### config.mk
export PLATFORM = sky130hd
export DESIGN_NAME = pva_addr_map
export DESIGN_NICKNAME = d
export VERILOG_FILES = /design/src/rtl/planar_vga_memory_access_macros.svh /design/src/rtl/pva_pkg.sv /design/src/rtl/pva_addr_map.sv
export SDC_FILE = /design/constraint.sdc
export NUM_CORES = 1
export LEC_CHECK = 0
export BUFFER_PORTS_ARGS = -buffer_cell sky130_fd_sc_hd__clkbuf_2
export CELL_PAD_IN_SITES_DETAIL_PLACEMENT = 1
export CELL_PAD_IN_SITES_GLOBAL_PLACEMENT = 1
export CORE_MARGIN = 3
export CORE_UTILIZATION = 27
export CTS_BUF_LIST = sky130_fd_sc_hd__clkbuf_8
export DETAILED_ROUTE_END_ITERATION = 8
export PLACE_DENSITY_LB_ADDON = 0.05
export SETUP_SLACK_MARGIN = 0.05
export SLEW_MARGIN = 10
export SYNTH_ARGS = -nofsm -noshare
export SYNTH_HDL_FRONTEND = slang
export SYNTH_SLANG_ARGS = --single-unit
### constraint.sdc
create_clock -name clk -period 0.8 [get_ports clk]
set_clock_uncertainty 0.05 [all_clocks]
set_input_delay 0.08 -clock clk [delete_from_list [all_inputs] [get_ports clk]]
set_output_delay 0.08 -clock clk [all_outputs]
set_load 0.01 [all_outputs]
### src/rtl/planar_vga_memory_access_macros.svh
// assertion macros shared by the planar display memory rtl
// used by files that include this header; expects clk and rst_n in scope
`ifndef PLANAR_VGA_MEMORY_ACCESS_MACROS_SVH
`define PLANAR_VGA_MEMORY_ACCESS_MACROS_SVH

// property that must hold at every clock edge outside reset
`define PVA_ASSERT(lbl, prop, msg) \
  lbl: assert property (@(posedge clk) disable iff (!rst_n) (prop)) else $error(msg);

// antecedent in one cycle implies consequent in the next
`define PVA_ASSERT_NEXT(lbl, ante, cons, msg) \
  lbl: assert property (@(posedge clk) disable iff (!rst_n) (ante) |=> (cons)) else $error(msg);

`endif

### src/rtl/pva_pkg.sv
// types, codes and helper functions for the planar display memory block
// no dependencies; imported by every module of the block
`timescale 1ns / 1ps

package pva_pkg;

  // access kinds carried by one item
  localparam logic OP_READ  = 1'b0;
  localparam logic OP_WRITE = 1'b1;

  // configuration register indexes
  typedef enum logic [2:0] {
    CFG_GRAPHICS_MODE      = 3'd0,
    CFG_ROTATE_FUNCTION    = 3'd1,
    CFG_SET_RESET_CTRL     = 3'd2,
    CFG_CMP_COLOR          = 3'd3,
    CFG_CMP_CARE           = 3'd4,
    CFG_READ_PLANE_SELECT  = 3'd5,
    CFG_BIT_MASK           = 3'd6,
    CFG_PLANE_WRITE_ENABLE = 3'd7
  } cfg_idx_t;

  // write modes, graphics_mode bits 1:0
  typedef enum logic [1:0] {
    WMODE_ROTATE_SR = 2'd0,
    WMODE_LATCH     = 2'd1,
    WMODE_FILL      = 2'd2,
    WMODE_MASKED_SR = 2'd3
  } wmode_t;

  // raster ops, rotate_function bits 4:3
  typedef enum logic [1:0] {
    LOP_NONE = 2'd0,
    LOP_AND  = 2'd1,
    LOP_OR   = 2'd2,
    LOP_XOR  = 2'd3
  } lop_t;

  // read mode select bit inside graphics_mode
  localparam int unsigned READ_MODE_BIT = 2;

  // host-visible register file
  typedef struct packed {
    logic [2:0] graphics_mode;
    logic [4:0] rotate_function;
    logic [7:0] set_reset_ctrl;
    logic [3:0] cmp_color;
    logic [3:0] cmp_care;
    logic [1:0] read_plane_select;
    logic [7:0] bit_mask;
    logic [3:0] plane_write_enable;
  } cfg_t;

  // one host access
  typedef struct packed {
    logic        op;
    logic [15:0] address;
    logic [7:0]  write_data;
  } item_t;

  // copy one byte to all four planes
  function automatic logic [31:0] spread_byte(input logic [7:0] b);
    return {4{b}};
  endfunction

  // plane bit n set gives an all-ones byte in plane n
  function automatic logic [31:0] spread_nibble(input logic [3:0] n);
    return {{8{n[3]}}, {8{n[2]}}, {8{n[1]}}, {8{n[0]}}};
  endfunction

  // rotate a byte right
  function automatic logic [7:0] rotr8(input logic [7:0] v, input logic [2:0] r);
    logic [15:0] w;
    w = {v, v} >> r;
    return w[7:0];
  endfunction

endpackage

### src/rtl/pva_addr_map.sv
// address stage: folds the host offset onto the plane depth by reciprocal
// multiply, registered quotient then constant multiply-subtract; uses pva_pkg
`timescale 1ns / 1ps

module pva_addr_map import pva_pkg::*; #(
  parameter int PLANE_DEPTH = 65536,
  parameter int ADDR_W      = $clog2(PLANE_DEPTH)
) (
  input  logic              clk,
  input  logic              rst_n,
  input  logic              adv,
  input  logic              s0_valid,
  input  item_t             s0_item,
  output logic              s1_valid,
  output item_t             s1_item,
  output logic [ADDR_W-1:0] s1_addr
);

  // ceil-style reciprocal, exact for 16-bit offsets at any depth in range
  localparam logic [32:0] Recip = 33'(64'h1_0000_0000 / PLANE_DEPTH + 1);

  logic        s1_valid_r;
  item_t       s1_item_r;
  logic [15:0] quot_r;
  logic [48:0] qprod;
  logic [31:0] back_prod;
  logic [15:0] rem;

  // quotient estimate from the input register
  assign qprod = 49'(s0_item.address) * 49'(Recip);

  // stage register
  always_ff @(posedge clk) begin
    if (!rst_n) begin
      s1_valid_r <= 1'b0;
    end else if (adv) begin
      s1_valid_r <= s0_valid;
    end
  end

  always_ff @(posedge clk) begin
    if (adv && s0_valid) begin
      s1_item_r <= s0_item;
      quot_r    <= qprod[47:32];
    end
  end

  // remainder, always below the depth
  assign back_prod = 32'(quot_r) * 32'(PLANE_DEPTH);
  assign rem       = s1_item_r.address - back_prod[15:0];

  assign s1_valid = s1_valid_r;
  assign s1_item  = s1_item_r;
  assign s1_addr  = rem[ADDR_W-1:0];

endmodule

## After elaboration in Yosys (flattened, before gate mapping)

Index checks and enable logic that the tools add are counted.

- Muxes and demuxes: 0
- Multipliers: 0
- Bitwise gates (word level): 0
- Equality and inequality tests: 0
- $add $sub $neg: 0
- Order comparisons: 0
- Reduce and logical (&&, ||, !) cells: 1
- Shift-type cells: 0
- Divide/modulo/power cells: 0

Operators with widths:

| operator | number |
|---|---|
| logical AND 1 bit | 1 |

- Memories kept: 0
- Latch bits: 0
- RAM bits: 0
- Input bits: 29
- Register bits after elaboration: 26
- ROM bits: 0
- Logic and storage cells: 5

## Depth between registers and ports, before layout

Gate-level depths: netlist of run 1.

- Depth in word-level cells: 1
- Depth in mapped cells: 2
- Mapped depth without buffers: 2

## Worst setup path after synthesis of run 1

OpenSTA, ideal clock, no wires.

- Path kind: flip-flop to flip-flop
- Start point: register, netlist name s1_valid
- End point: register s1_valid_r, in the netlist s1_valid
- Setup slack: 0.020 ns
- Clock period less this slack: 0.780 ns
- Arrival time: 0.615 ns
- Setup time: 0.115 ns
- Stages on the path, launching flop included: 3
- Required time: 0.635 ns
- Cells stage by stage: dfxtp_1 and2b_1 o21a_1

RTL lines:

| element | line | source |
|---|---|---|
| to (signal assigned) | pva_addr_map.sv:37 | `s1_valid_r <= s0_valid;` |
| to (decl) | pva_addr_map.sv:22 | `logic s1_valid_r;` |

## Worst setup path in the final report of run 1

- Start point: register s1_item_r, in the netlist s1_item[10]
- End point: output port s1_item[10] (netlist name)

RTL lines:

| element | line | source |
|---|---|---|
| from (decl) | pva_addr_map.sv:23 | `item_t s1_item_r;` |
| from (signal assigned) | pva_addr_map.sv:43 | `s1_item_r <= s0_item;` |
| to (decl) | pva_addr_map.sv:15 | `output item_t s1_item,` |

No word-level cell between the ends.

==> impl_metrics.py, run 1 <==
metrics = {
    "logic_synthesis": {
        "ys_top_cells_by_area": "edfxtp_1 (82%), buf_4 (13%), dfxtp_1 (2.2%), and2_4 (0.96%), and2b_1 (0.82%)",
        "synth.cell_area_sq_um": 914.6,
        "synth-seq-cells": 26,
        "ys_warn_count": 0,
        "yosys.area.top_type_share_pct": 82.08,
        "synth_seq_area_share_pct": 84.27,
        "syn_nets": 74,
        "synthDistinctLibCells": 6,
        "syn_avg_cell_area_sq_um": 20.33,
        "syn_inst": 45,
        "yosys.area.top_type": "edfxtp_1",
    },
    "pwr": {
        "p_seq_share_pct": 52.7,
        "p_comb_share_pct": 13.3,
        "intPower_w": 0.002490,
        "switching_share_pct": 19.50,
        "switchingPower_w": 0.0006029,
        "p_leak_nw": 0.7232,
        "powerDensity_nw_per_um2": 2003,
        "ir_drop_mv": 0.7172,
        "pwr-share-clk_pct": 34.0,
    },
    "final_layout": {
        "layout-drive-gt1-share_pct": 58.59,
        "nNetsFinal": 158,
        "final_cell_area_sq_um": 1544,
        "fill_cells": 358,
        "n_antenna_cell": 0,
        "mostFrequentLayoutCells": "clkbuf_2 (61), edfxtp_1 (25), dlygate4sd3_1 (22), buf_2 (7), dlymetal6s4s_1 (4)",
        "layout_commonest_cell": "clkbuf_2",
        "area_growth_pct": 68.81,
    },
    "setup_path": {
        "required_ns": 0.67,
        "cp_slowest_cell": "edfxtp_1",
        "critical_path_class": "reg2out",
        "reg2regPathDepth": 2,
        "path_buf_inv": 1,
        "cpPeakStageDelay_ns": 0.39,
        "crit_chain": "buf_2",
        "cp-start-kind": "flop",
        "crit_path_end_kind": "output port",
        "worst-path-max-fanout": 2,
        "path_delay_family": "flip-flops",
        "worstPathArrival_ns": 0.81,
        "cp_num_cells": 1,
    },
    "timing": {
        "max_freq_ghz": 1.060,
        "worst_slew_pin_slew_ns": 0.3316,
        "rsz0062_at_grt": "yes",
        "layout_worst_path_cycle_share_pct": 118.0,
        "final-hold-violation-count": 0,
        "slew_headroom_pct": 77.90,
        "setup_viol": 42,
        "final.setup.worst_slack_ns": -0.1436,
        "finalCriticalPeriod_ns": 0.9436,
        "drv_slew": 0,
    },
    "place": {
        "port_buffers": 70,
        "dp_slack_ns": -0.1285,
        "placedInstanceArea_sq_um": 1201,
        "gp_congestion": 0.6339,
    },
    "status": {
        "violations": "setup timing",
        "status": "finished, violations left",
    },
    "detailed_routing": {
        "drt-initial-drc-count": 11,
        "detail_route.first_pass.iterations": 4,
        "wirelength_um": 2132,
        "routed_via_density": 3.773,
        "drc": 0,
        "antenna_left": 0,
        "wl_per_cell_um": 12.40,
        "dr_total_vias": 649,
    },
    "min_path": {
        "holdPathStages": 2,
        "hold_path.class": "in2reg",
    },
    "grt": {
        "first_global_vias": 700,
        "grt_antenna_before_repair": 0,
        "gr-total-overflow": 0,
        "grt_util_all_layers_pct": 10.53,
        "grt_pass1_wl_um": 3263,
        "grt_start_max_net_pins": 27,
    },
    "die": {
        "initial_core_util_pct": 29.01,
        "coreArea_sq_um": 3153,
        "dieHeight_um": 64.20,
        "die_x_um": 64.20,
        "rows": 20,
        "die_area_sq_um": 4122,
        "num_io_pins": 71,
    },
    "clocking": {
        "post-cts-setup-buffer-count": 0,
        "cts_buffer_depth": 2,
        "htreeDepth": 1,
        "cts_tree": "done",
        "cts_made_buffers": 3,
        "root_buffer": "clkbuf_8",
        "insertion_delay_ns": 0.26,
        "cts.sinks": 26,
        "clkTransAtPathRegs_ns": 0.09,
    },
    "flow_run": {
        "drv_cap": 0,
    },
}
==> sequential cells by signal (all words and copies together) (netlist names) <==
signal	cells
s1_item	25
s1_valid	1
==> per-stage QoR <==
| step | total power, W | cells | hold slack (ns) | TNS, ns | utilization (%) |
|---|---|---|---|---|---|
| finish | 0.003092 | 172 | 0.1293 | -5.180 | 48.97 |
| global route | 0.003231 | 172 | 0.1483 | -7.160 | 48.97 |
| CTS | 0.003138 | 173 | 0.1515 | -5.925 | 48.61 |
| detailed placement | 0.001980 | 143 | 0.2096 | -3.224 | 38.10 |
| global placement | 0.001972 | 143 | 0.2096 | -2.944 | 38.10 |
| floorplan | 0.001831 | 45 | 0.1289 | 0 | - |
==> logic make-up after synthesis <==
| kind of cell | Yosys count | synth area share [%] |
|---|---|---|
| AND/OR/NAND/NOR | 2 | 1.779 |
| buffers and inverters | 16 | 13.13 |
| AO/OA/AOI/OAI | 1 | 0.8211 |
| flip-flops | 26 | 84.27 |
==> what timing repair did <==
action,CTS,global route
setup endpoints to repair,43,48
gates resized for setup,0,13
hold endpoints to repair,26,0
hold buffers,26,0
==> layout make-up <==
class | count | area [sq um] | area share, %
clock buffers | 3 | 41.29 | 2.674
clock inverters | 1 | 30.03 | 1.945
multi-input cells | 3 | 23.77 | 1.540
flip-flops and latches | 26 | 772.0 | 50.00
well taps | 44 | 55.05 | 3.566
repair buffers | 95 | 621.8 | 40.28
==> path summary, 6_finish.rpt <==
check	end	slack, ns	start
max	s1_item[10]	-0.14	s1_item[10]
min reg2reg	s1_valid	0.53	s1_valid
max reg2reg	s1_valid	0.02	s1_valid
min	s1_item[14]	0.13	s0_item[14]
==> cell usage after synthesis <==
master    instances
and2b_1           1
dfxtp_1           1
buf_4            16
edfxtp_1         25
o21a_1            1
and2_4            1
==> power by group through the flow <==
stage               sequential, W  combinational [W]  clock (W)
floorplan                 0.00171           0.000126          0
global placement          0.00166           0.000311          0
detailed placement        0.00167           0.000314          0
CTS                       0.00163           0.000413    0.00109
global route              0.00164           0.000445    0.00114
finish                    0.00163           0.000410    0.00105
==> layer usage <==
layer	vias to the layer above	share of wire, %	track usage (%)
met5	-	0	0
met4	0	0	3.166
met3	0	11	3.339
met2	42	58	22.06
met1	297	32	9.081
li1	310	-	-
Note: power is estimated with default switching activity, not from simulation.
==> inputs of run 2 (changes only) <==
Settings changed: ABC_AREA from default to 1.
==> impl_metrics.py, run 2 <==
metrics = {
    "detailed_routing": {
        "drt-initial-drc-count": 11,
        "drc": 0,
        "top_layer": "met4",
        "antenna_left": 0,
        "detail_route.first_pass.iterations": 3,
        "wl_met1_um": 723,
        "wl_met2_um": 1088,
        "wl_per_cell_um": 11.85,
        "wirelength_um": 2109,
        "dr_total_vias": 696,
        "met3WireLength_um": 286,
        "routed_via_density": 3.910,
    },
    "final_layout": {
        "nNetsFinal": 164,
        "utilization_pct": 50.16,
        "n_antenna_cell": 0,
        "finalNonFillerCells": 178,
        "largest_reg_flops": 25,
        "area_growth_pct": 72.21,
        "layout_commonest_cell": "clkbuf_2",
        "fill_cells": 348,
        "seqCellArea_sq_um": 772.0,
        "multi_input_area_sq_um": 32.53,
        "layout-drive-gt1-share_pct": 58.96,
        "mostFrequentLayoutCells": "clkbuf_2 (56), dlygate4sd3_1 (26), edfxtp_1 (25), buf_2 (11), clkbuf_8 (3)",
        "final_cell_area_sq_um": 1582,
    },
    "logic_synthesis": {
        "syn_nets": 77,
        "synthDistinctLibCells": 6,
        "synth_edf_count": 25,
        "synth.cell_area_sq_um": 918.4,
        "synthTopCellsByCount": "edfxtp_1 (25), buf_4 (16), inv_1 (3)",
        "async_flop_share_pct": 0,
        "synth_seq_area_share_pct": 83.92,
        "syn_inst": 48,
        "yosys.area.top_type_share_pct": 81.74,
        "syn_avg_cell_area_sq_um": 19.13,
        "ys_top_cells_by_area": "edfxtp_1 (82%), buf_4 (13%), dfxtp_1 (2.2%), inv_1 (1.2%), a21oi_2 (0.95%)",
        "ys_warn_count": 0,
        "synth-seq-cells": 26,
        "post-synth-top-count-cell": "edfxtp_1",
        "yosys.area.top_type": "edfxtp_1",
        "synth_ff_type": "edfxtp_1",
    },
    "timing": {
        "worst_slew_pin_slew_ns": 0.1227,
        "max_freq_ghz": 1.048,
        "final.setup.worst_slack_ns": -0.1539,
        "final-hold-violation-count": 0,
        "rsz0062_at_grt": "yes",
        "setup_viol": 42,
        "slew_headroom_pct": 91.82,
        "layout_worst_path_cycle_share_pct": 119.2,
        "finalCriticalPeriod_ns": 0.9539,
        "finalSetupTns_ns": -5.110,
        "drv_slew": 0,
    },
    "clocking": {
        "cts_buffer_depth": 2,
        "root_buffer": "clkbuf_8",
        "cts.sinks": 26,
        "cts_tree": "done",
        "insertion_delay_ns": 0.26,
        "htreeDepth": 1,
        "clkTransAtPathRegs_ns": 0.08,
        "cts_made_buffers": 3,
    },
    "setup_path": {
        "path_buf_inv": 1,
        "cpPeakStageDelay_ns": 0.40,
        "path_delay_family": "flip-flops",
        "r2r_slack_ns": 0.08,
        "reg2regPathDepth": 3,
        "r2r-end": "s1_valid",
        "critical_path_class": "reg2out",
        "r2r_start": "s1_valid",
        "cp_slowest_cell": "edfxtp_1",
        "crit_chain": "buf_2",
        "worst-path-max-fanout": 2,
        "cp_num_cells": 1,
        "required_ns": 0.67,
        "crit_path_end_kind": "output port",
        "worstPathArrival_ns": 0.82,
        "cp-start-kind": "flop",
    },
    "min_path": {
        "holdPathStages": 4,
        "hold_path.class": "in2reg",
        "hp-start": "adv",
        "holdPathEnd": "s1_valid",
    },
    "grt": {
        "grt_start_max_net_pins": 17,
        "grt_pass1_wl_um": 3346,
        "grt_antenna_before_repair": 0,
        "first_global_vias": 719,
        "gr-total-overflow": 0,
        "grt_util_all_layers_pct": 10.72,
    },
    "die": {
        "num_io_pins": 71,
        "die_area_sq_um": 4137,
        "rows": 20,
        "die_x_um": 64.32,
        "dieHeight_um": 64.32,
        "coreArea_sq_um": 3153,
        "initial_core_util_pct": 29.13,
    },
    "pwr": {
        "p_leak_nw": 0.7020,
        "intPower_w": 0.002186,
        "p_seq_share_pct": 58.1,
        "switching_share_pct": 21.88,
        "powerDensity_nw_per_um2": 1769,
        "p_comb_share_pct": 16.0,
        "switchingPower_w": 0.0006123,
        "ir_drop_mv": 1.020,
        "pwr-share-clk_pct": 25.8,
    },
    "place": {
        "port_buffers": 70,
        "gp_congestion": 0.6158,
        "placedInstanceArea_sq_um": 1271,
        "dp_slack_ns": -0.1060,
        "dp.cells": 149,
    },
    "status": {
        "violations": "setup timing",
        "status": "finished, violations left",
    },
    "flow_run": {
        "drv_cap": 0,
    },
}
[run 2: changes by cell type after synthesis, sizes merged]
cell and change:
a21oi +1, inv +3, nand2 +2, and2b -1, o21a -1, and2 -1
[run 2: logic make-up (layout without fill, tap and decap cells)]
logic type | Yosys count | count (layout) | synth area share (%)
DFF | 26 | 26 | 83.92
AOI/OAI and AO/OA | 1 | 1 | 0.9539
and+or+nand+nor | 2 | 2 | 0.8177
buffers and inverters | 19 | 105 | 14.31
[run 2: through the flow]
stage	hold slack [ns]	total power, W
after detailed placement	0.2092	0.002014
after global routing	0.1053	0.002930
after global placement	0.2077	0.002007
after CTS	0.09849	0.002840
after floorplan	0.1289	0.001837
final	0.1035	0.002798
[run 2: worst max-delay path by stage]
stage	endpoint	startpoint	slack [ns]
floorplan	s1_item[0]	adv	-0.08
global placement	s1_item[13]	adv	-0.1
detailed placement	s1_item[18]	adv	-0.11
CTS	s1_addr[15]	s1_item[23]	-0.17
global route	s1_item[10]	s1_item[10]	-0.20
finish	s1_item[10]	s1_item[10]	-0.15
[run 2: layout make-up]
type	instances	share of cell area, %
Inverter	3	0.9494
Clock inverter	1	0.2373
Clock buffer	3	2.611
Multi-Input combinational cell	3	2.057
Timing Repair Buffer	98	41.85
Tap cell	44	3.481
Sequential cell	26	48.81
[run 2: worst reg2reg max path, cell delays in order (launching register included)]
cell and delay [ns]:
dfxtp_2 0.33, buf_4 0.12, nand2_1 0.07, a21oi_2 0.05
[run 2: timing repair]
| item | in CTS | in global routing |
|---|---|---|
| endpoints found under the hold margin | 26 | 0 |
| setup endpoints to repair | 42 | 44 |
| hold buffers | 26 | 0 |
| setup buffers | 0 | 1 |
| resized for setup | 1 | 13 |
[run 2: per-layer routing]
metal	vias to the layer above	GRT usage [%]
met5	-	0
met4	0	2.375
met3	2	4.921
met2	46	20.10
met1	323	10.66
li1	325	-
[run 2: power by group through the flow]
stage                     Combinational (W)  Sequential (W)  Clock [W]
after floorplan                    0.000132         0.00171          0
after global routing               0.000484         0.00164   0.000805
after CTS                          0.000451         0.00163   0.000758
after detailed placement           0.000351         0.00166          0
after global placement             0.000349         0.00166          0
final                              0.000449         0.00163   0.000722
