`config.mk`:
```
export PLATFORM = sky130hd
export DESIGN_NAME = pva_wr_form
export DESIGN_NICKNAME = d
export VERILOG_FILES = /design/src/rtl/planar_vga_memory_access_macros.svh /design/src/rtl/pva_pkg.sv /design/src/rtl/pva_wr_form.sv
export SDC_FILE = /design/constraint.sdc
export NUM_CORES = 1
export LEC_CHECK = 0
export ABC_AREA = 1
export BUFFER_PORTS_ARGS = -buffer_cell sky130_fd_sc_hd__buf_2
export CAP_MARGIN = 20
export CORE_MARGIN = 1.5
export CORE_UTILIZATION = 58
export DETAILED_ROUTE_END_ITERATION = 16
export GPL_ROUTABILITY_DRIVEN = 0
export PLACE_DENSITY = 0.91
export SETUP_SLACK_MARGIN = 0.3
export SYNTH_ARGS = -nofsm -noshare
export SYNTH_HDL_FRONTEND = slang
export SYNTH_SLANG_ARGS = --single-unit
export TNS_END_PERCENT = 100
```
`constraint.sdc`:
```
create_clock -name vclk -period 2.85
set_input_delay 0.285 -clock vclk [all_inputs]
set_output_delay 0.285 -clock vclk [all_outputs]
set_load 0.02 [all_outputs]
```
`src/rtl/planar_vga_memory_access_macros.svh`:
```
// assertion macros shared by the planar display memory rtl
// used by files that include this header; expects clk and rst_n in scope
`ifndef PLANAR_VGA_MEMORY_ACCESS_MACROS_SVH
`define PLANAR_VGA_MEMORY_ACCESS_MACROS_SVH

// property that must hold at every clock edge outside reset
`define PVA_ASSERT(lbl, prop, msg) \
  lbl: assert property (@(posedge clk) disable iff (!rst_n) (prop)) else $error(msg);

// antecedent in one cycle implies consequent in the next
`define PVA_ASSERT_NEXT(lbl, ante, cons, msg) \
  lbl: assert property (@(posedge clk) disable iff (!rst_n) (ante) |=> (cons)) else $error(msg);

`endif

```
`src/rtl/pva_pkg.sv`:
```
// types, codes and helper functions for the planar display memory block
// no dependencies; imported by every module of the block
`timescale 1ns / 1ps

package pva_pkg;

  // access kinds carried by one item
  localparam logic OP_READ  = 1'b0;
  localparam logic OP_WRITE = 1'b1;

  // configuration register indexes
  typedef enum logic [2:0] {
    CFG_GRAPHICS_MODE      = 3'd0,
    CFG_ROTATE_FUNCTION    = 3'd1,
    CFG_SET_RESET_CTRL     = 3'd2,
    CFG_CMP_COLOR          = 3'd3,
    CFG_CMP_CARE           = 3'd4,
    CFG_READ_PLANE_SELECT  = 3'd5,
    CFG_BIT_MASK           = 3'd6,
    CFG_PLANE_WRITE_ENABLE = 3'd7
  } cfg_idx_t;

  // write modes, graphics_mode bits 1:0
  typedef enum logic [1:0] {
    WMODE_ROTATE_SR = 2'd0,
    WMODE_LATCH     = 2'd1,
    WMODE_FILL      = 2'd2,
    WMODE_MASKED_SR = 2'd3
  } wmode_t;

  // raster ops, rotate_function bits 4:3
  typedef enum logic [1:0] {
    LOP_NONE = 2'd0,
    LOP_AND  = 2'd1,
    LOP_OR   = 2'd2,
    LOP_XOR  = 2'd3
  } lop_t;

  // read mode select bit inside graphics_mode
  localparam int unsigned READ_MODE_BIT = 2;

  // host-visible register file
  typedef struct packed {
    logic [2:0] graphics_mode;
    logic [4:0] rotate_function;
    logic [7:0] set_reset_ctrl;
    logic [3:0] cmp_color;
    logic [3:0] cmp_care;
    logic [1:0] read_plane_select;
    logic [7:0] bit_mask;
    logic [3:0] plane_write_enable;
  } cfg_t;

  // one host access
  typedef struct packed {
    logic        op;
    logic [15:0] address;
    logic [7:0]  write_data;
  } item_t;

  // copy one byte to all four planes
  function automatic logic [31:0] spread_byte(input logic [7:0] b);
    return {4{b}};
  endfunction

  // plane bit n set gives an all-ones byte in plane n
  function automatic logic [31:0] spread_nibble(input logic [3:0] n);
    return {{8{n[3]}}, {8{n[2]}}, {8{n[1]}}, {8{n[0]}}};
  endfunction

  // rotate a byte right
  function automatic logic [7:0] rotr8(input logic [7:0] v, input logic [2:0] r);
    logic [15:0] w;
    w = {v, v} >> r;
    return w[7:0];
  endfunction

endpackage

```
`src/rtl/pva_wr_form.sv`:
```
// write data path: write modes, set/reset, raster op and bit mask
// purely combinational; uses pva_pkg
`timescale 1ns / 1ps

module pva_wr_form import pva_pkg::*; (
  input  cfg_t        cfg,
  input  logic [7:0]  host,
  input  logic [31:0] latch,
  output logic [31:0] wdata
);

  logic [31:0] mask32;
  logic [31:0] rot32;
  logic [31:0] sr_val32;
  logic [31:0] sr_en32;
  logic [31:0] lu_data;
  logic [31:0] lu_sel;
  logic [31:0] lu_out;
  wmode_t      wmode;
  lop_t        lop;

  assign wmode    = wmode_t'(cfg.graphics_mode[1:0]);
  assign lop      = lop_t'(cfg.rotate_function[4:3]);
  assign mask32   = spread_byte(cfg.bit_mask);
  assign rot32    = spread_byte(rotr8(host, cfg.rotate_function[2:0]));
  assign sr_val32 = spread_nibble(cfg.set_reset_ctrl[3:0]);
  assign sr_en32  = spread_nibble(cfg.set_reset_ctrl[7:4]);

  // operands of the raster op per write mode
  always_comb begin
    unique case (wmode)
      WMODE_ROTATE_SR: begin
        lu_data = (rot32 & ~sr_en32) | (sr_en32 & sr_val32);
        lu_sel  = mask32;
      end
      WMODE_FILL: begin
        lu_data = spread_nibble(host[3:0]);
        lu_sel  = mask32;
      end
      WMODE_MASKED_SR: begin
        lu_data = sr_val32;
        lu_sel  = rot32 & mask32;
      end
      WMODE_LATCH: begin
        lu_data = latch;
        lu_sel  = mask32;
      end
      default: begin
        lu_data = latch;
        lu_sel  = mask32;
      end
    endcase
  end

  // raster op against the latch
  always_comb begin
    unique case (lop)
      LOP_NONE: lu_out = (lu_data & lu_sel) | (latch & ~lu_sel);
      LOP_AND:  lu_out = (lu_data | ~lu_sel) & latch;
      LOP_OR:   lu_out = (lu_data & lu_sel) | latch;
      LOP_XOR:  lu_out = (lu_data & lu_sel) ^ latch;
      default:  lu_out = latch;
    endcase
  end

  // latch copy bypasses op and mask
  assign wdata = (wmode == WMODE_LATCH) ? latch : lu_out;

endmodule

```
Word-level counts from Yosys, hierarchy flattened

Index checks and enable logic that the tools add are counted.

Flip-flop bits (word level): 0
Bits of input ports: 78
Output and inout bits: 32
Logic and storage cells: 27

Equality and inequality tests: 6
Shift-type cells: 1
Mux-type cells: 4
Bitwise logic cells: 13
Reductions and logical operators: 3

Operator list:

| cell                                                | number |
|---|---|
| one-hot mux 32 bit (4 select lines)                 | 2 |
| bitwise AND 32 bit                                  | 6 |
| bitwise OR 32 bit                                   | 4 |
| inverter 32 bit                                     | 2 |
| one-hot mux 32 bit (2 select lines)                 | 1 |
| 2-to-1 mux 32 bit                                   | 1 |
| XOR 32 bit                                          | 1 |
| >> shifter 16 x 3 -> 8 bit                          | 1 |
| equality test 2 bit, second input constant          | 4 |
| equality test 2 x 1 -> 1 bit, second input constant | 2 |
| logical NOT 2 bit                                   | 2 |
| OR reduction 3 bit                                  | 1 |

Depth between registers and ports, before layout

Gate-level depths: netlist of the first run.

Depth in word-level cells: 8
Gate-level depth with buffers: 15
Depth with buffers taken out: 14

Worst setup path before layout of the first run

OpenSTA, ideal clock, no wires.

Path type: input -> output
From: input port cfg[31] (netlist name)
To: output port wdata[12]
Data arrival time: 1.525 ns
Data required time: 2.565 ns
Setup slack: 1.040 ns
Stages on the path: 14
Path buffers: 2
Cell sequence: buf_2 -> inv_2 -> nand3_1 -> nand3_1 -> nand3_1 -> nand2_1 -> inv_1 -> buf_4 -> nand3_1 -> nand2_1 -> nand2_1 -> nand3_1 -> nand2_1 -> nand2_1

Cells in the longest elaborated chain, start to end: 8
Elaborated cells on any way between the ends: 16
Those cells by class: shift: 1; mux: 4; bitwise: 11

Ends and longest elaborated chain:

| element                                                                  | line                                                    | text |
|---|---|---|
| from (decl)                                                              | pva_wr_form.sv:6                                        | `input cfg_t cfg,` |
| >> shifter 16 x 3 -> 8 bit (*)                                           | pva_pkg.sv:74                                           | `w = {v, v} >> r;` |
| bitwise AND 32 bit (on tied branches)                                    | pva_wr_form.sv:33, pva_wr_form.sv:42                    |  |
| bitwise OR 32 bit or one-hot mux 32 bit (2 select lines) (tied branches) | pva_wr_form.sv:33, pva_wr_form.sv:31                    |  |
| one-hot mux 32 bit (4 select lines) or inverter 32 bit (tied branches)   | pva_wr_form.sv:31, pva_wr_form.sv:58, pva_wr_form.sv:59 |  |
| bitwise AND 32 bit (tied with other cells)                               | pva_wr_form.sv:58, pva_wr_form.sv:60, pva_wr_form.sv:61 |  |
| XOR 32 bit (tied with other cells)                                       | pva_wr_form.sv:61                                       | `LOP_XOR: lu_out = (lu_data & lu_sel) ^ latch;` |
| one-hot mux 32 bit (4 select lines) (*)                                  | pva_wr_form.sv:57                                       | `unique case (lop)` |
| 2-to-1 mux 32 bit (*)                                                    | pva_wr_form.sv:67                                       | `assign wdata = (wmode == WMODE_LATCH) ? latch : lu_out;` |
| to (decl)                                                                | pva_wr_form.sv:9                                        | `output logic [31:0] wdata` |

Mark *: on every way between the ends. The rest lies on a longest branch, timed or not.

Worst setup path after layout of the first run

From: input port cfg[30] (netlist name)
To: output port wdata[17]

The elaborated chain is that of the path after synthesis.

==> results of run 1 <==
layout by cell type, fill, tap and decap left out, types with 2 or more instances in the layout:
| master | instances |
|---|---|
| nand3_1 | 81 |
| nand3_2 | 4 |
| a21oi_1 | 18 |
| buf_2 | 95 |
| nand2_1 | 374 |
| a21o_1 | 14 |
| buf_4 | 6 |
| o21ai_1 | 15 |
| inv_1 | 50 |
| nor2_1 | 68 |
| o21ai_0 | 25 |
| nand4_1 | 12 |
| nand2_2 | 9 |
| inv_2 | 8 |
| o21ai_2 | 2 |
through the flow:
stage | power (mW) | setup slack (ns) | hold WS (ns)
floorplan | 0.525 | 1.04 | 0.743
global placement | 0.709 | 0.631 | 0.925
detailed placement | 0.738 | 0.560 | 0.928
CTS | 0.742 | 0.556 | 0.929
global route | 0.850 | 0.314 | 0.956
finish | 0.768 | 0.480 | 0.924
area by class of cell:
class                           count  area share (%)
Multi-Input combinational cell    625            76.3
Inverter                           60            6.46
Timing Repair Buffer              101            14.8
Tap cell                           70            2.49
layer usage:
metal / vias up / track usage, % / routed length (um)
met2: 464 / 66.8 / 4930
met3: 87 / 5.03 / 1590
met1: 2140 / 48.7 / 4100
met4: 0 / 18.8 / 618
met5: - / 0 / 0
li1: 2396 / - / -
final timing paths:
path               endpoint  slack [ns]  cells after the start  startpoint
setup / recovery  wdata[17]        0.48                     15     cfg[30]
hold / removal    wdata[29]        0.92                      4   latch[29]
cells in the mapped netlist (4+ instances only):
cell,instances
a21o_1,14
a21oi_1,18
buf_2,8
buf_4,4
clkbuf_1,8
inv_1,50
inv_2,8
nand2_1,374
nand2_2,9
nand3_1,81
nand3_2,4
nand4_1,12
nor2_1,69
o21ai_0,25
o21ai_1,15
power by group through the flow:
stage | Clock [mW] | Combinational (mW) | Sequential [mW]
after detailed placement | 0 | 0.738 | 0
after CTS | 0 | 0.742 | 0
after floorplan | 0 | 0.525 | 0
after global routing | 0 | 0.850 | 0
final | 0 | 0.768 | 0
after global placement | 0 | 0.709 | 0
kinds of logic (layout without fill, tap and decap cells):
| family | count (synthesis) | in the layout | synth area share (%) |
|---|---|---|---|
| compound gates | 75 | 75 | 14.2 |
| buf+inv | 85 | 161 | 12.1 |
| simple gates | 550 | 550 | 73.7 |
==> impl_metrics.yaml, run 1 <==
critical_path:
  worstPathBufferInverterCount: 4
  worst-endpoint-required_ns: 2.57
  cpPeakStageDelay_ns: 0.30
  start_kind: "input port"
  critical_path_type: "in2out"
  cp-end-kind: "primary output"
  critPathMostFrequentCell: "nand2_1"
  critical_path.top_delay_family: "simple AND/OR/NAND/NOR gates"
  crit_path_max_fanout: 9
  worst-endpoint-arrival_ns: 2.08
  cpMaxStageDelayCell: "inv_1"
  worstPathCellList: "buf_2, inv_4, nand2_1, nand3_1, nand3_1, nand3_1, nand2_1, inv_1, nand3_2, nand2_1, nand2_1, nand3_1, nand2_1, nand2_1, buf_2"
detailed_routing:
  detailroute.via_count: 5087
  drt_drc_violations_left: 0
  route.detailed.wl_per_inst_um: 13.1
  firstDrtPassIters: 6
  routed_via_density: 5.94
  drt_iter0_drc: 757
  wirelength_um: 11200
  antenna_left: 0
finish:
  design.final.nets: 866
  fin_cells: 856
  n_sequential_cell: 0
  final_core_utilization_pct: 69.0
  layout.filler_cells: 499
  multi_input_comb_area_sq_mm: 0.00269
  post_route_cells_drive_above_1_share_pct: 16.3
  postLayoutCellArea_sq_mm: 0.00352
  area_growth_pct: 15.4
  final-seq-area_sq_um: 0
  final.clkbuf_count: 0
  antennaDiodeCount: 0
synthesis:
  yosys_warnings: 0
  netlist.area_leader.share_pct: 46.0
  synth.lib_cells_used.distinct: 22
  syn_nets: 788
  postSynthCellCount: 710
  synth_area_leaders: "nand2_1 46%, nand3_1 13%, nor2_1 8.5%, inv_1 6.1%, o21ai_0 4.1%"
  post_synth_design_cell_area_sq_mm: 0.00305
  synth_top_area_cell: "nand2_1"
  avgSynthCellArea_sq_um: 4.30
  seq_area_frac_synth_pct: 0
placement:
  place.port_buffers: 95
  dp_hpwl_um: 8330
  placed_cells: 856
  postPlaceCellArea_sq_mm: 0.00352
power_and_ir_drop:
  p_int_mw: 0.244
  power.net_switching_mw: 0.524
  power.sequential.fraction_pct: 0
  power.share.clock_pct: 0
  max-vdd-ir-drop_v: 0.000126
  p_leak_nw: 2.23
  comb_power_share_pct: 100.0
  power.density_cell_area_mw_per_mm2: 218
  power.switching_fraction_pct: 68.2
sta:
  number_of_failing_hold_endpoints_at_the_final_stage: 0
  timing.setup.tns_ns: 0
  setup_violations: 0
  pins_over_their_slew_limit: 0
  final.period_utilization_pct: 83.2
  grt_setup_unrepaired: "false"
  max-slew-margin-rel_pct: 58.1
  fmaxAchievable_ghz: 0.422
  timing_worst_slew_pin_value_ns: 0.628
  time_the_worst_path_needs_with_i_o_delays_and_setup_ns: 2.37
min_path:
  min-delay-path-class: "in2out"
global_routing:
  grtUsageTotal_pct: 39.2
  antenna_violations_before_repair: 0
  maximum_number_of_pins_on_one_net_before_global_route_repair: 36
  grt_pass1_vias: 4230
  grt_overflow_total: 0
  grt_first_pass_wirelength_um: 18100
clock_tree:
  post-cts-setup-buffers: 0
  cts_resized: 0
  holdBufCountCts: 0
die:
  initial_core_util_pct: 59.8
  num_rows: 26
  die_width_um: 75.6
  die-area_sq_mm: 0.00571
  fp.coreArea_sq_mm: 0.00511
  floorplan.die.height_um: 75.6
  top_level_ports: 110
job:
  maxCapViolations: 0
run_status:
  outcome: "finished clean"
Power figures use the tool's default switching activity.
==> run 2, diff against run 1 <==
Settings changed: CORE_UTILIZATION 58 to 53, PLACE_DENSITY 0.91 to 0.85.
Clock period 2.85 ns to 2.25 ns, I/O delays scaled along.
==> impl_metrics.yaml, run 2 <==
run_status:
  outcome: "stopped before the end"
  lastStage: "global routing"
  error_message: "[ERROR GRT-0232] Routing congestion too high. Check the congestion heatmap in the GUI."
synthesis:
  synth_top_area_cell: "nand2_1"
  synth.lib_cells_used.distinct: 22
  syn_nets: 788
  seq_area_frac_synth_pct: 0
  yosys_warnings: 0
  postSynthCellCount: 710
  avgSynthCellArea_sq_um: 4.30
  post_synth_most_frequent_cells: "374 x nand2_1, 81 x nand3_1, 69 x nor2_1"
  yosys.cell_count.top_type: "nand2_1"
  post_synth_design_cell_area_sq_mm: 0.00305
  netlist.area_leader.share_pct: 46.0
  synth_area_leaders: "nand2_1 46%, nand3_1 13%, nor2_1 8.5%, inv_1 6.1%, o21ai_0 4.1%"
global_routing:
  maximum_number_of_pins_on_one_net_before_global_route_repair: 38
  grt_overflow_total: 7
  grtUsageTotal_pct: 74.4
die:
  die_width_um: 78.9
  top_level_ports: 110
  num_rows: 27
  floorplan.die.height_um: 78.9
  initial_core_util_pct: 55.1
placement:
  place.port_buffers: 95
  dp_hpwl_um: 8460
sta:
  worst_endpoint: "wdata[1]"
  worst-ep-kind: "primary output"
clock_tree:
  holdBufCountCts: 0
run 2: cell families after synthesis:
family          share of synthesized area, %
compound gates                          14.2
simple gates                            73.7
buf+inv                                 12.1
run 2: per-stage QoR:
step | setup slack [ns] | hold WS [ns] | cell area, sq um | cells | util [%]
2_1_floorplan | 0.560 | 0.623 | 3050 | 710 | -
3_3_place_gp | 0.187 | 0.808 | 3580 | 863 | 64.5
4_1_cts | 0.291 | 0.812 | 3640 | 864 | 65.7
3_5_place_dp | 0.124 | 0.811 | 3580 | 863 | 64.5
run 2: per-layer routing:
metal	GRT overflow	track usage [%]
met1	1	74.9
met2	5	88.9
met3	0	63.4
met4	1	69.6
met5	0	26.4
run 2: repair_timing:
action | 4_1_cts
gates cloned | 1
setup buffers | 0
pin swaps | 2
endpoints found under the setup margin | 32
gates resized for setup | 27
==> run 3, diff against run 2 <==
Settings changed: CORE_UTILIZATION 53 to 40, PLACE_DENSITY 0.85 to not set, PLACE_DENSITY_LB_ADDON set to 0.15, SETUP_SLACK_MARGIN 0.3 to not set.
==> impl_metrics.yaml, run 3 (synthesized netlist as in run 1, its figures left out) <==
run_status:
  outcome: "finished clean"
detailed_routing:
  detailroute.via_count: 4735
  routed_via_density: 5.27
  antenna_left: 0
  firstDrtPassIters: 5
  wirelength_um: 11500
  drt_iter0_drc: 373
  route.detailed.wl_per_inst_um: 12.9
  drt_drc_violations_left: 0
finish:
  postLayoutCellArea_sq_mm: 0.00371
  layout_commonest_cell: "nand2_1"
  antennaDiodeCount: 0
  layout.filler_cells: 834
  final-seq-area_sq_um: 0
  area_growth_pct: 21.4
  design.final.nets: 879
  post_route_cells_drive_above_1_share_pct: 19.0
  final.clkbuf_count: 0
  layout.cells.most_common_list: "371 x nand2_1, 94 x buf_2, 81 x nand3_1, 68 x nor2_1, 43 x inv_1"
  n_sequential_cell: 0
critical_path:
  worst-endpoint-arrival_ns: 1.89
  crit_path_max_fanout: 9
  cp-end-kind: "primary output"
  start_kind: "input port"
  worst-endpoint-required_ns: 2.03
  critical_path_type: "in2out"
placement:
  postPlaceCellArea_sq_mm: 0.00364
  dp_hpwl_um: 8730
  place.port_buffers: 95
die:
  floorplan.die.height_um: 90.4
  die_width_um: 90.4
  num_rows: 31
  top_level_ports: 110
  die-area_sq_mm: 0.00817
  initial_core_util_pct: 41.7
  fp.coreArea_sq_mm: 0.00733
sta:
  time_the_worst_path_needs_with_i_o_delays_and_setup_ns: 2.12
  setup_violations: 0
  max-slew-margin-rel_pct: 44.0
  timing_worst_slew_pin_value_ns: 0.836
  pins_over_their_slew_limit: 0
  final.period_utilization_pct: 94.1
  fmaxAchievable_ghz: 0.472
  number_of_failing_hold_endpoints_at_the_final_stage: 0
  grt_setup_unrepaired: "true"
global_routing:
  maximum_number_of_pins_on_one_net_before_global_route_repair: 30
  grtUsageTotal_pct: 28.0
  grt_overflow_total: 0
  antenna_violations_before_repair: 0
  grt_pass1_vias: 4284
  grt_first_pass_wirelength_um: 19400
min_path:
  hold_path_end: "wdata[1]"
  min-delay-path-class: "in2out"
  whs_path_depth: 4
  worstHoldStart: "latch[1]"
clock_tree:
  holdBufCountCts: 0
power_and_ir_drop:
  power.density_cell_area_mw_per_mm2: 270
  p_leak_nw: 2.29
  max-vdd-ir-drop_v: 0.000108
  fin_total_pwr_mw: 1.00
job:
  maxCapViolations: 0
-- run 3: routing by layer --
metal | vias up | track usage, % | routed length [um]
met3 | 36 | 1.85 | 933
met1 | 2036 | 37.9 | 5130
met4 | 0 | 10.4 | 412
met5 | - | 0 | 0
met2 | 241 | 46.4 | 5070
li1 | 2422 | - | -
-- run 3: area by class of cell --
class | instances | area (sq um) | area share [%]
Timing Repair inverter | 1 | 5.00 | 0.135
Inverter | 60 | 234 | 6.31
Multi-Input combinational cell | 625 | 2710 | 73.0
Tap cell | 99 | 124 | 3.34
Timing Repair Buffer | 113 | 638 | 17.2
-- run 3: worst max path at each step --
stage	startpoint	to	slack, ns
after global routing	cfg[30]	wdata[0]	-0.01
after global placement	cfg[30]	wdata[2]	0.13
after floorplan	cfg[31]	wdata[12]	0.56
after CTS	cfg[30]	wdata[0]	0.10
final	cfg[30]	wdata[28]	0.13
after detailed placement	cfg[30]	wdata[2]	0.11
-- run 3: critical path, cell delays in order --
cell and delay [ns]:
clkbuf_4 0.17, inv_4 0.07, nand2_1 0.08, nand3_1 0.09
nand3_1 0.14, nand3_1 0.10, nand2_2 0.15, clkinvlp_4 0.19
buf_4 0.18, nand2_1 0.10, o21ai_0 0.09, nand2_1 0.07
nand2_1 0.05, nand2_1 0.04, buf_2 0.15
-- run 3: power breakdown --
| part | total [mW] | leakage [nW] | internal [mW] | switching [mW] |
|---|---|---|---|---|
| clock | 0 | 0 | 0 | 0 |
| sequential | 0 | 0 | 0 | 0 |
| combinational | 1.00 | 2.29 | 0.336 | 0.665 |
| total | 1.00 | 2.29 | 0.336 | 0.665 |
-- run 3: what timing repair did --
item	4_1_cts	5_1_grt
endpoints found under the setup margin	0	22
buffers inserted	0	4
gates resized for setup	0	14
-- run 3: stage by stage --
| stage | util (%) | setup WS [ns] | setup TNS, ns | hold slack [ns] | std cells |
|---|---|---|---|---|---|
| 6_report | 50.6 | 0.133 | 0 | 0.810 | 898 |
| 5_1_grt | 50.6 | -0.0128 | -0.0173 | 0.837 | 898 |
| 4_1_cts | 49.7 | 0.103 | 0 | 0.812 | 893 |
| 3_5_place_dp | 49.7 | 0.107 | 0 | 0.809 | 893 |
| 3_3_place_gp | 49.7 | 0.133 | 0 | 0.807 | 893 |
| 2_1_floorplan | - | 0.560 | 0 | 0.623 | 710 |
==> run 4, diff against run 3 <==
Settings changed: BUFFER_PORTS_ARGS -buffer_cell sky130_fd_sc_hd__buf_2 to -buffer_cell sky130_fd_sc_hd__buf_4.
==> impl_metrics.yaml, run 4 (synthesized netlist as in run 1, its figures left out) <==
critical_path:
  critical_path_type: "in2out"
  cpPeakStageDelay_ns: 0.21
  start_kind: "input port"
  worst-endpoint-required_ns: 2.03
  cpMaxStageDelayCell: "clkinvlp_4"
  worstPathCellList: "buf_4, inv_2, nand3_1, nand3_1, nand3_1, nand2_1, clkinvlp_4, buf_4, nand3_2, nand2_1, nand3_1, nand3_1, nand2_1, nand2_1, buf_4"
  cp-end-kind: "primary output"
  crit_path_max_fanout: 9
  worst-endpoint-arrival_ns: 1.87
  critPathMostFrequentCell: "nand3_1"
global_routing:
  grt_pass1_vias: 4230
  grtUsageTotal_pct: 27.5
  maximum_number_of_pins_on_one_net_before_global_route_repair: 34
  grt_overflow_total: 0
  grt_first_pass_wirelength_um: 19100
  antenna_violations_before_repair: 0
finish:
  design.final.nets: 873
  n_sequential_cell: 0
  area_growth_pct: 27.5
  layout.cells.most_common_list: "374 x nand2_1, 106 x buf_4, 81 x nand3_1, 68 x nor2_1, 45 x inv_1"
  final-seq-area_sq_um: 0
  layout.filler_cells: 814
  antennaDiodeCount: 0
  multi_input_comb_area_sq_mm: 0.00270
  layout_commonest_cell: "nand2_1"
  postLayoutCellArea_sq_mm: 0.00389
  final.clkbuf_count: 0
  final_core_utilization_pct: 53.1
  fin_cells: 892
  post_route_cells_drive_above_1_share_pct: 17.8
job:
  maxCapViolations: 0
power_and_ir_drop:
  power.density_cell_area_mw_per_mm2: 274
  p_leak_nw: 2.33
  max-vdd-ir-drop_v: 0.000136
die:
  floorplan.die.height_um: 90.4
  num_rows: 31
  initial_core_util_pct: 41.7
  fp.coreArea_sq_mm: 0.00733
  die-area_sq_mm: 0.00817
  die_width_um: 90.4
  top_level_ports: 110
detailed_routing:
  top_layer_used: "met4"
  drt_drc_violations_left: 0
  detailroute.via_count: 4739
  antenna_left: 0
  route.detailed.wl_per_inst_um: 13.0
  firstDrtPassIters: 5
  met2_length_um: 5070
  met3RoutedLength_um: 1240
  wl_met1_um: 4940
  wirelength_um: 11600
  routed_via_density: 5.31
  drt_iter0_drc: 465
min_path:
  worstHoldStart: "latch[2]"
  hold_path_end: "wdata[2]"
  min-delay-path-class: "in2out"
  whs_path_depth: 4
placement:
  dp_hpwl_um: 8780
  place.port_buffers: 95
  postPlaceCellArea_sq_mm: 0.00386
  place_worst_setup_slack_ns: 0.117
  placed_cells: 890
run_status:
  outcome: "finished clean"
sta:
  grt_setup_unrepaired: "false"
  final.period_utilization_pct: 93.0
  pins_over_their_slew_limit: 0
  timing.setup.tns_ns: 0
  time_the_worst_path_needs_with_i_o_delays_and_setup_ns: 2.09
  fmaxAchievable_ghz: 0.478
  setup_ws_ns: 0.157
  timing_worst_slew_pin_value_ns: 0.679
  number_of_failing_hold_endpoints_at_the_final_stage: 0
  setup_violations: 0
  max-slew-margin-rel_pct: 54.7
==> run 4: cell count changes in the layout (fill, tap and decap cells not counted), sizes merged <==
| cell | before | now |
|---|---|---|
| clkbuf | 1 | 0 |
| buf | 112 | 108 |
| inv | 58 | 57 |
==> run 4: power by group <==
part           total [mW]  switching, mW  leakage [nW]  internal (mW)
Combinational        1.06          0.667          2.33          0.398
Sequential              0              0             0              0
Clock                   0              0             0              0
==> run 4: repair_timing <==
action,CTS,global route
buffers inserted,0,2
resized for setup,0,7
hold buffers,0,0
endpoints found under the setup margin,0,13
==> run 4: final cells by class <==
| type | instances | area share, % |
|---|---|---|
| Multi-Input combinational cell | 625 | 69.3 |
| Tap cell | 99 | 3.18 |
| Timing Repair Buffer | 108 | 21.5 |
| Inverter | 60 | 6.04 |
==> run 4: per-layer routing <==
| metal | track usage (%) | vias up |
|---|---|---|
| met1 | 38.0 | 2014 |
| met4 | 8.86 | 0 |
| met3 | 2.44 | 34 |
| met5 | 0 | - |
| li1 | - | 2407 |
| met2 | 44.9 | 284 |
==> run 4: worst max path at each step <==
stage                        from   endpoint  slack, ns
final                     cfg[31]  wdata[20]       0.16
after global routing      cfg[30]  wdata[10]     0.0005
after CTS                 cfg[30]  wdata[11]       0.12
after detailed placement  cfg[30]  wdata[11]       0.12
after global placement    cfg[30]  wdata[11]       0.17
after floorplan           cfg[31]  wdata[12]       0.56
==> run 4: per-stage QoR <==
step                power (mW)  hold slack [ns]
global placement          1.02            0.777
floorplan                0.665            0.623
finish                    1.07            0.778
CTS                       1.04            0.779
global route              1.18            0.802
detailed placement        1.04            0.776
==> run 4: worst max-delay path: cells and delay by family <==
| family | cells | cell delay, ns |
|---|---|---|
| buf+inv | 5 | 0.84 |
| simple gates | 10 | 0.82 |
